[src/design/ppm_frame_decoder_assert.svh]
// Assertion macros shared by the PPM frame decoder RTL.
// Expects a clock named clk and a synchronous reset named rst in the including module.
`ifndef PPM_FRAME_DECODER_ASSERT_SVH
`define PPM_FRAME_DECODER_ASSERT_SVH
`ifndef SYNTH
// The condition implies the property in the same cycle.
`define PPMFD_ASSERT_IMP(lbl, cond, prop) \
  lbl: assert property (@(posedge clk) disable iff (rst) (cond) |-> (prop)) \
    else $error("ppm_frame_decoder: same-cycle assertion failed");
// The condition implies the property in the next cycle.
`define PPMFD_ASSERT_NXT(lbl, cond, prop) \
  lbl: assert property (@(posedge clk) disable iff (rst) (cond) |=> (prop)) \
    else $error("ppm_frame_decoder: next-cycle assertion failed");
`else
`define PPMFD_ASSERT_IMP(lbl, cond, prop)
`define PPMFD_ASSERT_NXT(lbl, cond, prop)
`endif
`endif

[src/design/ppmfd_pkg.sv]
// Package for the PPM frame decoder: constants, sequencer states and shared-unit types.
// No dependencies.
`timescale 1ns / 1ps

package ppmfd_pkg;

  localparam int NUM_CHANNELS_DEF = 8;
  localparam int WIDTH_W          = 16;
  localparam int SILENCE_W        = 20;
  localparam int CFG_INDEX_W      = 8;
  localparam int CFG_DATA_W       = 32;
  localparam int CHANNEL_W        = 3;

  localparam logic [WIDTH_W-1:0]   SYNC_RESET     = 16'd3000;
  localparam logic [SILENCE_W-1:0] FAILSAFE_RESET = 20'd100000;
  localparam logic [WIDTH_W-1:0]   WIDTH_MAX      = 16'hFFFF;
  localparam logic [SILENCE_W-1:0] SILENCE_MAX    = 20'hFFFFF;

  localparam logic [CFG_INDEX_W-1:0] REG_SYNC_THRESHOLD = 8'd0;
  localparam logic [CFG_INDEX_W-1:0] REG_FAILSAFE       = 8'd1;

  typedef enum logic [3:0] {
    ST_IDLE,
    ST_COUNT,
    ST_SYNC,
    ST_SILENCE,
    ST_FAILCHK,
    ST_FAIL,
    ST_RD,
    ST_PUB
  } state_t;

  typedef enum logic {
    ALU_INC,
    ALU_GT
  } alu_op_t;

  typedef struct packed {
    alu_op_t              op;
    logic [SILENCE_W-1:0] a;
    logic [SILENCE_W-1:0] b;
  } alu_req_t;

  typedef struct packed {
    logic [SILENCE_W-1:0] result;
    logic                 gt;
  } alu_rsp_t;

endpackage

[src/design/ppmfd_alu.sv]
// Shared arithmetic unit of the PPM frame decoder: saturating increment and compare.
// Depends on ppmfd_pkg.
`timescale 1ns / 1ps

module ppmfd_alu (
  input  ppmfd_pkg::alu_req_t req,
  output ppmfd_pkg::alu_rsp_t rsp
);

  // For an increment, b carries the saturation limit.
  always_comb begin
    rsp.gt = (req.a > req.b);
    case (req.op)
      ppmfd_pkg::ALU_INC: begin
        rsp.result = (req.a == req.b) ? req.a : req.a + 1'b1;
      end
      ppmfd_pkg::ALU_GT: begin
        rsp.result = req.a;
      end
      default: begin
        rsp.result = req.a;
      end
    endcase
  end

endmodule

[src/design/ppmfd_store.sv]
// Channel width store of the PPM frame decoder: one write port, one registered read port.
// Depends on ppmfd_pkg.
`timescale 1ns / 1ps

module ppmfd_store #(
  parameter int NUM_CHANNELS = ppmfd_pkg::NUM_CHANNELS_DEF
) (
  input  logic                                   clk,
  input  logic                                   wr_en,
  input  logic [((NUM_CHANNELS > 1) ? $clog2(NUM_CHANNELS) : 1)-1:0] wr_addr,
  input  logic [ppmfd_pkg::WIDTH_W-1:0]          wr_data,
  input  logic [((NUM_CHANNELS > 1) ? $clog2(NUM_CHANNELS) : 1)-1:0] rd_addr,
  output logic [ppmfd_pkg::WIDTH_W-1:0]          rd_data
);

  logic [ppmfd_pkg::WIDTH_W-1:0] mem [NUM_CHANNELS];

  always_ff @(posedge clk) begin
    if (wr_en) begin
      mem[wr_addr] <= wr_data;
    end
  end

  always_ff @(posedge clk) begin
    rd_data <= mem[rd_addr];
  end

endmodule

[src/design/ppm_frame_decoder.sv]
// PPM frame decoder top level: sequencer around one shared increment/compare unit.
// An edge item steps IDLE, COUNT, SYNC; an item without an edge IDLE, COUNT, SILENCE, FAILCHK.
// A published frame adds RD and PUB per channel, a failsafe result FAIL, plus output stalls.
// One item at a time; the sequencer and its single shared unit set the rate.
// Synchronous active-high reset clears control state and loads the register defaults.
// Depends on ppmfd_pkg, ppmfd_alu, ppmfd_store and ppm_frame_decoder_assert.svh.
`timescale 1ns / 1ps
`include "ppm_frame_decoder_assert.svh"

module ppm_frame_decoder #(
  parameter int NUM_CHANNELS = ppmfd_pkg::NUM_CHANNELS_DEF
) (
  input  logic                                clk,
  input  logic                                rst,
  input  logic                                in_valid,
  output logic                                in_stall,
  input  logic                                edge_seen,
  output logic                                out_valid,
  input  logic                                out_stall,
  output logic [ppmfd_pkg::CHANNEL_W-1:0]     channel,
  output logic [ppmfd_pkg::WIDTH_W-1:0]       width_us,
  output logic                                frame_valid,
  output logic                                last,
  input  logic                                cfg_valid,
  output logic                                cfg_ready,
  input  logic [ppmfd_pkg::CFG_INDEX_W-1:0]   cfg_index,
  input  logic [ppmfd_pkg::CFG_DATA_W-1:0]    cfg_data
);

  localparam int FILL_W = $clog2(NUM_CHANNELS + 1);
  localparam int ADDR_W = (NUM_CHANNELS > 1) ? $clog2(NUM_CHANNELS) : 1;
  localparam logic [FILL_W-1:0] FILL_FULL = FILL_W'(NUM_CHANNELS);
  localparam logic [FILL_W-1:0] FILL_LAST = FILL_W'(NUM_CHANNELS - 1);

  ppmfd_pkg::state_t state, state_next;

  logic                                edge_flag;
  logic [ppmfd_pkg::WIDTH_W-1:0]       edge_interval;
  logic [ppmfd_pkg::SILENCE_W-1:0]     silence_count;
  logic [ppmfd_pkg::WIDTH_W-1:0]       cnt;
  logic [FILL_W-1:0]                   fill_index;
  logic                                armed;
  logic [FILL_W-1:0]                   pub_idx;
  logic [ppmfd_pkg::WIDTH_W-1:0]       sync_threshold_us;
  logic [ppmfd_pkg::SILENCE_W-1:0]     failsafe_timeout_us;

  ppmfd_pkg::alu_req_t alu_req;
  ppmfd_pkg::alu_rsp_t alu_rsp;

  logic                          st_wr_en;
  logic [ppmfd_pkg::WIDTH_W-1:0] st_rd_data;
  logic                          in_take;
  logic                          out_free;
  logic                          pub_last;
  logic                          load_frame;
  logic                          load_fail;

  assign in_take  = in_valid && !in_stall;
  assign out_free = !out_valid || !out_stall;
  assign pub_last = (pub_idx == FILL_LAST);
  assign cfg_ready = 1'b1;

  ppmfd_alu u_alu (
    .req (alu_req),
    .rsp (alu_rsp)
  );

  ppmfd_store #(
    .NUM_CHANNELS (NUM_CHANNELS)
  ) u_store (
    .clk     (clk),
    .wr_en   (st_wr_en),
    .wr_addr (fill_index[ADDR_W-1:0]),
    .wr_data (cnt),
    .rd_addr (pub_idx[ADDR_W-1:0]),
    .rd_data (st_rd_data)
  );

  // Next-state logic.
  always_comb begin
    state_next = state;
    case (state)
      ppmfd_pkg::ST_IDLE: begin
        if (in_valid) begin
          state_next = ppmfd_pkg::ST_COUNT;
        end
      end
      ppmfd_pkg::ST_COUNT: begin
        state_next = edge_flag ? ppmfd_pkg::ST_SYNC : ppmfd_pkg::ST_SILENCE;
      end
      ppmfd_pkg::ST_SYNC: begin
        if (alu_rsp.gt && fill_index == FILL_FULL) begin
          state_next = ppmfd_pkg::ST_RD;
        end else begin
          state_next = ppmfd_pkg::ST_IDLE;
        end
      end
      ppmfd_pkg::ST_SILENCE: begin
        state_next = ppmfd_pkg::ST_FAILCHK;
      end
      ppmfd_pkg::ST_FAILCHK: begin
        state_next = alu_rsp.gt ? ppmfd_pkg::ST_FAIL : ppmfd_pkg::ST_IDLE;
      end
      ppmfd_pkg::ST_FAIL: begin
        if (out_free) begin
          state_next = ppmfd_pkg::ST_IDLE;
        end
      end
      ppmfd_pkg::ST_RD: begin
        state_next = ppmfd_pkg::ST_PUB;
      end
      ppmfd_pkg::ST_PUB: begin
        if (out_free) begin
          state_next = pub_last ? ppmfd_pkg::ST_IDLE : ppmfd_pkg::ST_RD;
        end
      end
      default: begin
        state_next = ppmfd_pkg::ST_IDLE;
      end
    endcase
  end

  // Sequencer outputs: shared unit operands, store write and output loads.
  always_comb begin
    in_stall      = 1'b1;
    alu_req.op    = ppmfd_pkg::ALU_INC;
    alu_req.a     = '0;
    alu_req.b     = '0;
    st_wr_en      = 1'b0;
    load_frame    = 1'b0;
    load_fail     = 1'b0;
    case (state)
      ppmfd_pkg::ST_IDLE: begin
        in_stall = 1'b0;
      end
      ppmfd_pkg::ST_COUNT: begin
        alu_req.op = ppmfd_pkg::ALU_INC;
        alu_req.a  = ppmfd_pkg::SILENCE_W'(edge_interval);
        alu_req.b  = ppmfd_pkg::SILENCE_W'(ppmfd_pkg::WIDTH_MAX);
      end
      ppmfd_pkg::ST_SYNC: begin
        alu_req.op = ppmfd_pkg::ALU_GT;
        alu_req.a  = ppmfd_pkg::SILENCE_W'(cnt);
        alu_req.b  = ppmfd_pkg::SILENCE_W'(sync_threshold_us);
        st_wr_en   = !alu_rsp.gt && armed && (fill_index < FILL_FULL);
      end
      ppmfd_pkg::ST_SILENCE: begin
        alu_req.op = ppmfd_pkg::ALU_INC;
        alu_req.a  = silence_count;
        alu_req.b  = ppmfd_pkg::SILENCE_MAX;
      end
      ppmfd_pkg::ST_FAILCHK: begin
        alu_req.op = ppmfd_pkg::ALU_GT;
        alu_req.a  = silence_count;
        alu_req.b  = failsafe_timeout_us;
      end
      ppmfd_pkg::ST_FAIL: begin
        load_fail = out_free;
      end
      ppmfd_pkg::ST_RD: begin
        in_stall = 1'b1;
      end
      ppmfd_pkg::ST_PUB: begin
        load_frame = out_free;
      end
      default: begin
        in_stall = 1'b1;
      end
    endcase
  end

  always_ff @(posedge clk) begin
    if (rst) begin
      state <= ppmfd_pkg::ST_IDLE;
    end else begin
      state <= state_next;
    end
  end

  always_ff @(posedge clk) begin
    if (rst) begin
      sync_threshold_us   <= ppmfd_pkg::SYNC_RESET;
      failsafe_timeout_us <= ppmfd_pkg::FAILSAFE_RESET;
    end else if (cfg_valid && cfg_ready) begin
      if (cfg_index == ppmfd_pkg::REG_SYNC_THRESHOLD) begin
        sync_threshold_us <= cfg_data[ppmfd_pkg::WIDTH_W-1:0];
      end else if (cfg_index == ppmfd_pkg::REG_FAILSAFE) begin
        failsafe_timeout_us <= cfg_data[ppmfd_pkg::SILENCE_W-1:0];
      end
    end
  end

  always_ff @(posedge clk) begin
    if (in_take) begin
      edge_flag <= edge_seen;
    end
    if (state == ppmfd_pkg::ST_COUNT) begin
      cnt <= alu_rsp.result[ppmfd_pkg::WIDTH_W-1:0];
    end
  end

  always_ff @(posedge clk) begin
    if (rst) begin
      edge_interval <= '0;
      silence_count <= '0;
      fill_index    <= '0;
      armed         <= 1'b0;
      pub_idx       <= '0;
    end else begin
      case (state)
        ppmfd_pkg::ST_SYNC: begin
          edge_interval <= '0;
          silence_count <= '0;
          if (alu_rsp.gt) begin
            fill_index <= '0;
            armed      <= 1'b1;
            pub_idx    <= '0;
          end else if (armed) begin
            if (fill_index < FILL_FULL) begin
              fill_index <= fill_index + 1'b1;
            end else begin
              armed      <= 1'b0;
              fill_index <= '0;
            end
          end
        end
        ppmfd_pkg::ST_SILENCE: begin
          edge_interval <= cnt;
          silence_count <= alu_rsp.result;
        end
        ppmfd_pkg::ST_FAILCHK: begin
          if (alu_rsp.gt) begin
            silence_count <= '0;
          end
        end
        ppmfd_pkg::ST_PUB: begin
          if (out_free) begin
            pub_idx <= pub_idx + 1'b1;
          end
        end
        default: begin
          pub_idx <= pub_idx;
        end
      endcase
    end
  end

  // Output register; the next item may be accepted while a result waits here.
  always_ff @(posedge clk) begin
    if (rst) begin
      out_valid <= 1'b0;
    end else if (load_frame || load_fail) begin
      out_valid <= 1'b1;
    end else if (!out_stall) begin
      out_valid <= 1'b0;
    end
  end

  always_ff @(posedge clk) begin
    if (load_frame) begin
      channel     <= pub_idx[ppmfd_pkg::CHANNEL_W-1:0];
      width_us    <= st_rd_data;
      frame_valid <= 1'b1;
      last        <= pub_last;
    end else if (load_fail) begin
      channel     <= '0;
      width_us    <= '0;
      frame_valid <= 1'b0;
      last        <= 1'b1;
    end
  end

  `PPMFD_ASSERT_IMP(a_fill_bound, 1'b1, fill_index <= FILL_FULL)
  `PPMFD_ASSERT_IMP(a_disarmed_empty, !armed, fill_index == '0)
  `PPMFD_ASSERT_NXT(a_take_busy, in_take, state != ppmfd_pkg::ST_IDLE)
  `PPMFD_ASSERT_IMP(a_failsafe_zero, out_valid && !frame_valid,
                    channel == '0 && width_us == '0 && last)

endmodule
[config.mk]
export PLATFORM = sky130hd
export DESIGN_NAME = ppm_frame_decoder
export DESIGN_NICKNAME = d
export VERILOG_FILES = /design/src/design/ppmfd_pkg.sv /design/src/design/ppmfd_alu.sv /design/src/design/ppmfd_store.sv /design/src/design/ppm_frame_decoder.sv
export VERILOG_INCLUDE_DIRS = /design/src /design/src/design
export SDC_FILE = /design/constraint.sdc
export NUM_CORES = 1
export LEC_CHECK = 0
export BUFFER_PORTS_ARGS = -buffer_cell sky130_fd_sc_hd__buf_2
export CORE_UTILIZATION = 40
export CTS_CLUSTER_DIAMETER = 100
export DETAILED_ROUTE_END_ITERATION = 10
export HOLD_SLACK_MARGIN = 0.15
export SYNTH_ARGS = -nofsm -noshare
export SYNTH_HDL_FRONTEND = slang
export SYNTH_SLANG_ARGS = --single-unit
[constraint.sdc]
create_clock -name clk -period 10 [get_ports clk]
set_clock_uncertainty 0.15 [all_clocks]
set_input_delay 2 -clock clk [delete_from_list [all_inputs] [get_ports clk]]
set_output_delay 2 -clock clk [all_outputs]
set_load 0.03 [all_outputs]
Word-level counts from Yosys, hierarchy flattened
Memories as Yosys holds them, arrays and structs flattened. A register that Yosys moved wholly into a read port is not among the register bits.
Cells that the tools add are included.
{"block": "totals", "output_inout_bits": 24, "wordCells": 99, "in_bits": 46, "ramBits": 128, "ff_bits": 124, "n_memories": 1}
{"block": "classes", "eq_ne": 17, "order_cmp": 2, "n_bitwise": 2, "n_reduce_logical": 22, "mux": 37, "n_addsub": 3}
{"name": "u_store.mem", "words": 8, "word_bits": 16, "rd": 1, "rd_clocked_by_memory_dff": 1, "wr": 1, "line": "ppmfd_store.sv:16", "text": "logic [ppmfd_pkg::WIDTH_W-1:0] mem [NUM_CHANNELS];"}
{"op": "$pmux 41 s4", "count": 1}
{"op": "$pmux 20 s3", "count": 1}
{"op": "$mux 20", "count": 2}
{"op": "$pmux 20 s2", "count": 1}
{"op": "$mux 16", "count": 2}
{"op": "$mux 4", "count": 8}
{"op": "$pmux 16 s2", "count": 1}
{"op": "$pmux 4 s8", "count": 1}
{"op": "$add 20x1->20 const B", "count": 1}
{"op": "$eq 20x20->1", "count": 1}
{"op": "$eq 4x3->1 const B", "count": 5}
{"op": "$gt 20x20->1", "count": 1}
{"op": "$mux 3", "count": 5}
{"op": "$mux 1", "count": 14}
{"op": "$ne 2x2->1 const B", "count": 5}
{"op": "$reduce_and 3->1", "count": 3}
{"op": "$add 4x1->4 const B", "count": 2}
{"op": "$eq 4x2->1 const B", "count": 2}
{"op": "$eq 8x1->1 const B", "count": 1}
{"op": "$logic_not 8->1", "count": 1}
{"op": "$pmux 4 s2", "count": 1}
{"op": "$reduce_bool 2->1", "count": 4}
{"op": "$reduce_and 2->1", "count": 3}
{"op": "$eq 4x1->1 const B", "count": 1}
{"op": "9 further kinds", "count": 16}

Depth between registers and ports, before layout
{"block": "depth", "word_depth": 9, "mapped_depth": 16, "mapped_depth_nobuf": 12}

Modules after synthesis
From an unflattened synthesis, not the netlist that was laid out.
{"block": "hier_totals", "hier_cells": 903, "area_unflattened_um2": 11482.3}
{"mod": "ppmfd_store", "seq_area_each_um2": 4164.0, "area_each_um2": 5293.8, "cells_per_inst": 214, "instances": 1}
{"mod": "ppm_frame_decoder", "seq_area_each_um2": 2832.7, "area_each_um2": 5242.5, "cells_per_inst": 561, "instances": 1}
{"mod": "ppmfd_alu", "seq_area_each_um2": 0.0, "area_each_um2": 945.9, "cells_per_inst": 128, "instances": 1}

Worst setup path before layout
Ideal clock, no wire load.
{"block": "synth_timing", "kind": "flip-flop to flip-flop", "startpoint": "register state[2]", "endpoint": "memory u_store.mem[0][0] (netlist bit), enable pin", "path_buffers": 5, "required_time_ps": 9441, "arrival_time_ps": 4422, "slack_ps": 5019, "period_less_slack_ps": 4981, "setup_ps": 409, "stages_incl_launch_ff": 16, "path_cell_list": "dfxtp_1 -> buf_6 -> clkbuf_1 -> clkbuf_1 -> buf_1 -> clkbuf_1 -> nor2_1 -> a21oi_1 -> ha_1 -> nand4_1 -> nor2_1 -> a221oi_1 -> nand2_1 -> o21ai_1 -> nand3_1 -> nor3_1"}
{"block": "synth_via", "elab_chain_len": 9, "elab_cells_between_ends": 12, "classes_between": "1 x order compare; 4 x eq/ne; 4 x mux; 3 x reduce/logical"}
{"item": "start: declaration", "line": "ppm_frame_decoder.sv:35", "text": "ppmfd_pkg::state_t state, state_next;"}
{"item": "start signal: assignment", "line": "ppm_frame_decoder.sv:174", "text": "state <= ppmfd_pkg::ST_IDLE;"}
{"item": "start signal: assignment", "line": "ppm_frame_decoder.sv:176", "text": "state <= state_next;"}
{"item": "$eq 4x3->1, or another cell as far along", "line": "ppm_frame_decoder.sv:132", "text": "case (state)"}
{"item": "$pmux 41 s4", "line": "ppm_frame_decoder.sv:132"}
{"item": "$gt 20x20->1", "line": "ppmfd_alu.sv:12", "text": "rsp.gt = (req.a > req.b);"}
{"item": "$logic_not 1->1", "line": "ppm_frame_decoder.sv:145", "text": "st_wr_en = !alu_rsp.gt && armed && (fill_index < FILL_FULL);"}
{"item": "$logic_and 1x1->1 (2 in a row)", "line": "ppm_frame_decoder.sv:145"}
{"item": "$mux 1 *", "line": "ppm_frame_decoder.sv:132"}
{"item": "$mux 1 *", "line": "ppmfd_store.sv:19", "text": "if (wr_en) begin"}
{"item": "$mux 1 (implied by the code) *", "line": "ppmfd_store.sv:20", "text": "mem[wr_addr] <= wr_data;"}
{"item": "end: declaration", "line": "ppmfd_store.sv:16"}
Mark *: on every way between the ends. The rest lies on a longest branch, timed or not.

Final worst setup path
{"block": "layout_timing", "startpoint": "register state[1]", "endpoint": "memory u_store.mem[6][7] (netlist bit), enable pin"}
The elaborated chain is that of the path after synthesis.

==> run_results.csv <==
group,metric,value,unit
run_status,status,"finished, final reports clean",
routing,met1_length,11200,um
die,start_util,0.411,
routing,finalWirelength,24400,um
synth,ys_seq_area_frac,0.608,
grt,overflow,0,
timing,max_freq,0.196,GHz
synth,synthArstFlopShare,0,
power_and_ir_drop,peakVddDrop,0.133,mV
synth,synth_edf_count,165,
synth,netlist_instances,905,
routing,final_antenna_net_count,0,
worst_hold_path,hold_depth,2,
critical_path,worst-setup-path-type,"reg -> reg",
layout,syn_to_final_growth,14.3,%
clocking,cts_setup_buffers,0,
clocking,cts_made_buffers,29,
clocking,cts.sinks,267,
layout,nFillCells,2515,
power_and_ir_drop,report.power.total,2.34,mW
die,die_area,29400,um^2
routing,drt_iter0_markers,420,
synth,synth_nets,975,
die,die_x,172,um
layout,multi_input_area,4210,um^2
layout,regArea,7000,um^2
critical_path,path_cells,"buf_4, nor2b_2, a22oi_1, o2bb2ai_1, ha_1, nand4_1, nor2_1, a221oi_1, nand2_1, o21ai_1, nand3_1, nor2_1, buf_4",
timing,rsz0062_at_grt,"false",
synth,avgSynthCellArea,12.7,um^2
place,port_buffers,56,
routing,route.met3.wl,1130,um
layout,drive_above_1_share,0.188,
clocking,cts_buffer_depth,3,
critical_path,critPathMaxFanout,38,
synth,synth_seq_cells,267,
timing,finalSetupViolations,0,
synth,synthTopCellsByArea,"edfxtp_1, dfxtp_1, mux4_2, mux2i_1, nand2_1",
worst_hold_path,hp-class,"reg -> reg",
grt,grt_pass1_wl,39600,um
synth,synth_cell_types,79,
grt,antenna_found_initial,0,
timing,fin_crit_sh,0.511,
power_and_ir_drop,power_density,178,nW/um^2
power_and_ir_drop,p_comb_frac,0.038,
synth,yosysWarningCount,0,
layout,nNetsFinal,1032,
die,core,28000,um^2
timing,worstMarginPinSlew,1160,ps
critical_path,worstReg2RegStart,"state[1]",
power_and_ir_drop,p_clk_frac,0.455,
clocking,cts_tree,"done",
routing,first_pass_iters,4,
critical_path,r2r_slack,4890,ps
clocking,cts_root_buf,"clkbuf_16",
timing,fin_setup_tns,0,ps
routing,drc,0,
clocking,postCtsResizedCells,0,
power_and_ir_drop,p_switching,498,uW
synth,yosysTopAreaCell,"edfxtp_1",
critical_path,endpoint_kind,"flip-flop",
grt,grt_pass1_vias,7145,
critical_path,cp_slowest_cell,"dfxtp_2",
worst_hold_path,worstHoldStart,"edge_interval[1]",
routing,wl_per_cell,17.9,um
die,ioPinCount,70,
power_and_ir_drop,intPower,1.85,mW
place,gp_congestion,0.796,
critical_path,r2r-end,"u_store.mem[6][7]",
critical_path,slowest_delay,620,ps
timing,maxSlewHeadroom,0.226,
die,die_h,172,um
power_and_ir_drop,p_leak,4.79,nW
critical_path,startpoint_type,"flip-flop",
power_and_ir_drop,swShare,0.212,
synth,synth_top_area_frac,0.431,
routing,via_per_inst,5.31,
clocking,clk_latency,550,ps
timing,whs,304,ps
timing,drv_slew,0,
routing,wl_met2,11700,um
synth,netlist_area,11500,um^2
timing,final_hold_viol_count,0,
routing,highest_layer,"met4",
layout,diodes,0,
grt,grt_use_total,0.171,
critical_path,cp_data_arrival_time,5180,ps
place,dpl.hpwl,15100,um
timing,min_period,5110,ps
worst_hold_path,min_to,"edge_interval[1]",
clocking,ctsHoldBuffers,0,
clocking,htree_levels,1,
routing,dr_total_vias,7238,
grt,grt_max_degree,56,
die,num_rows,61,
critical_path,critPathRequiredTime,10070,ps
power_and_ir_drop,seqPwrFrac,0.507,
synth,synth_top_flop_cell,"edfxtp_1",
clocking,path_clk_slew,60,ps
critical_path,worst_r2r_path_depth,13,
job,maxCapViolations,0,
==> Yosys cell counts, drive strengths merged, types with 11 or more instances <==
cell type	number
edfxtp	165
a32o	11
buf	23
nand3	36
a21oi	75
ha	24
mux2i	46
and2	22
xnor2	13
nand2	115
clkbuf	32
nor2	64
mux4	32
dfxtp	102
==> cell type report <==
cell class,instances,share of cell area
Multi-Input combinational cell,571,0.320
Clock buffer,42,0.0589
Timing Repair Buffer,81,0.0356
Sequential cell,267,0.533
Inverter,12,0.00343
Clock inverter,12,0.0132
Tap cell,378,0.0360
==> worst max path at each step <==
stage,from,endpoint,slack [ps],cells past startpoint
final,state[1],u_store.mem[6][7],4890,13
after CTS,state[1],u_store.mem[4][4],4830,13
after floorplan,state[2],u_store.mem[0][0],5020,15
after detailed placement,state[1],u_store.mem[4][9],4890,13
after global routing,state[1],u_store.mem[4][12],4540,13
after global placement,state[1],u_store.mem[7][10],4930,13
==> layer usage <==
metal / up-vias / track usage
met2: 162 / 0.289
met4: 0 / 0.0299
li1: 3492 / -
met5: - / 0
met1: 3555 / 0.236
met3: 29 / 0.0249
==> cell families after synthesis <==
family | Yosys count | synth area share
other cells | 1 | 0.000326
simple gates | 305 | 0.135
mux | 79 | 0.104
buf+inv | 67 | 0.0268
xor+xnor | 18 | 0.0137
compound gates | 144 | 0.0863
fa+ha+maj | 24 | 0.0261
flops | 267 | 0.608
==> worst max-delay path: cells and delay by family, from the launching register on <==
family	cells	cell delay, ps
flops	1	620
simple gates	6	1210
buf+inv	2	800
fa+ha+maj	1	330
compound gates	4	1620
==> cells in the final DEF (no fill, tap or decap), types with 4 or more instances in the layout <==
cell,Yosys,layout
o2bb2ai_1,4,4
o221a_2,4,4
edfxtp_1,165,165
buf_2,6,56
nand4bb_1,8,8
and2_1,22,22
mux2i_1,46,46
mux4_2,32,32
a32o_1,11,11
xnor2_1,13,13
a22oi_1,6,6
o21ai_0,9,9
bufinv_16,0,4
nand3b_1,5,5
clkbuf_1,32,13
xor2_1,5,5
nor4_1,4,4
dfxtp_1,102,99
nor2_1,63,62
buf_4,5,25
clkinv_1,2,5
nand3_1,35,35
a21oi_1,74,73
nand2b_1,6,6
inv_1,10,10
nand2_1,115,115
nor3_1,7,5
clkbuf_16,0,29
nand4_1,10,10
ha_1,24,24
==> flip-flops by register name, indices dropped and copies added, names as in the netlist, 16 cells and up <==
register and cells:
u_store.mem 128, silence_count 20, cnt 16, failsafe_timeout_us 20
edge_interval 16, u_store.rd_data 16, width_us 16, sync_threshold_us 16
==> through the flow <==
step           cell area, um^2  std cells  setup slack (ps)   util
2_1_floorplan            11500        905              5020      -
3_3_place_gp             12200       1309              4930  0.435
3_5_place_dp             12200       1309              4890  0.435
4_1_cts                  13100       1363              4830  0.469
5_1_grt                  13100       1363              4540  0.469
6_report                 13100       1363              4890  0.469
==> power by group through the flow <==
stage / combinational [mW] / sequential [mW] / clock (mW)
2_1_floorplan: 0.0642 / 1.20 / 0
3_3_place_gp: 0.0878 / 1.21 / 0
3_5_place_dp: 0.0890 / 1.21 / 0
4_1_cts: 0.0895 / 1.19 / 1.09
5_1_grt: 0.0985 / 1.19 / 1.14
6_report: 0.0889 / 1.19 / 1.07
(Power assumes the default switching activity.)
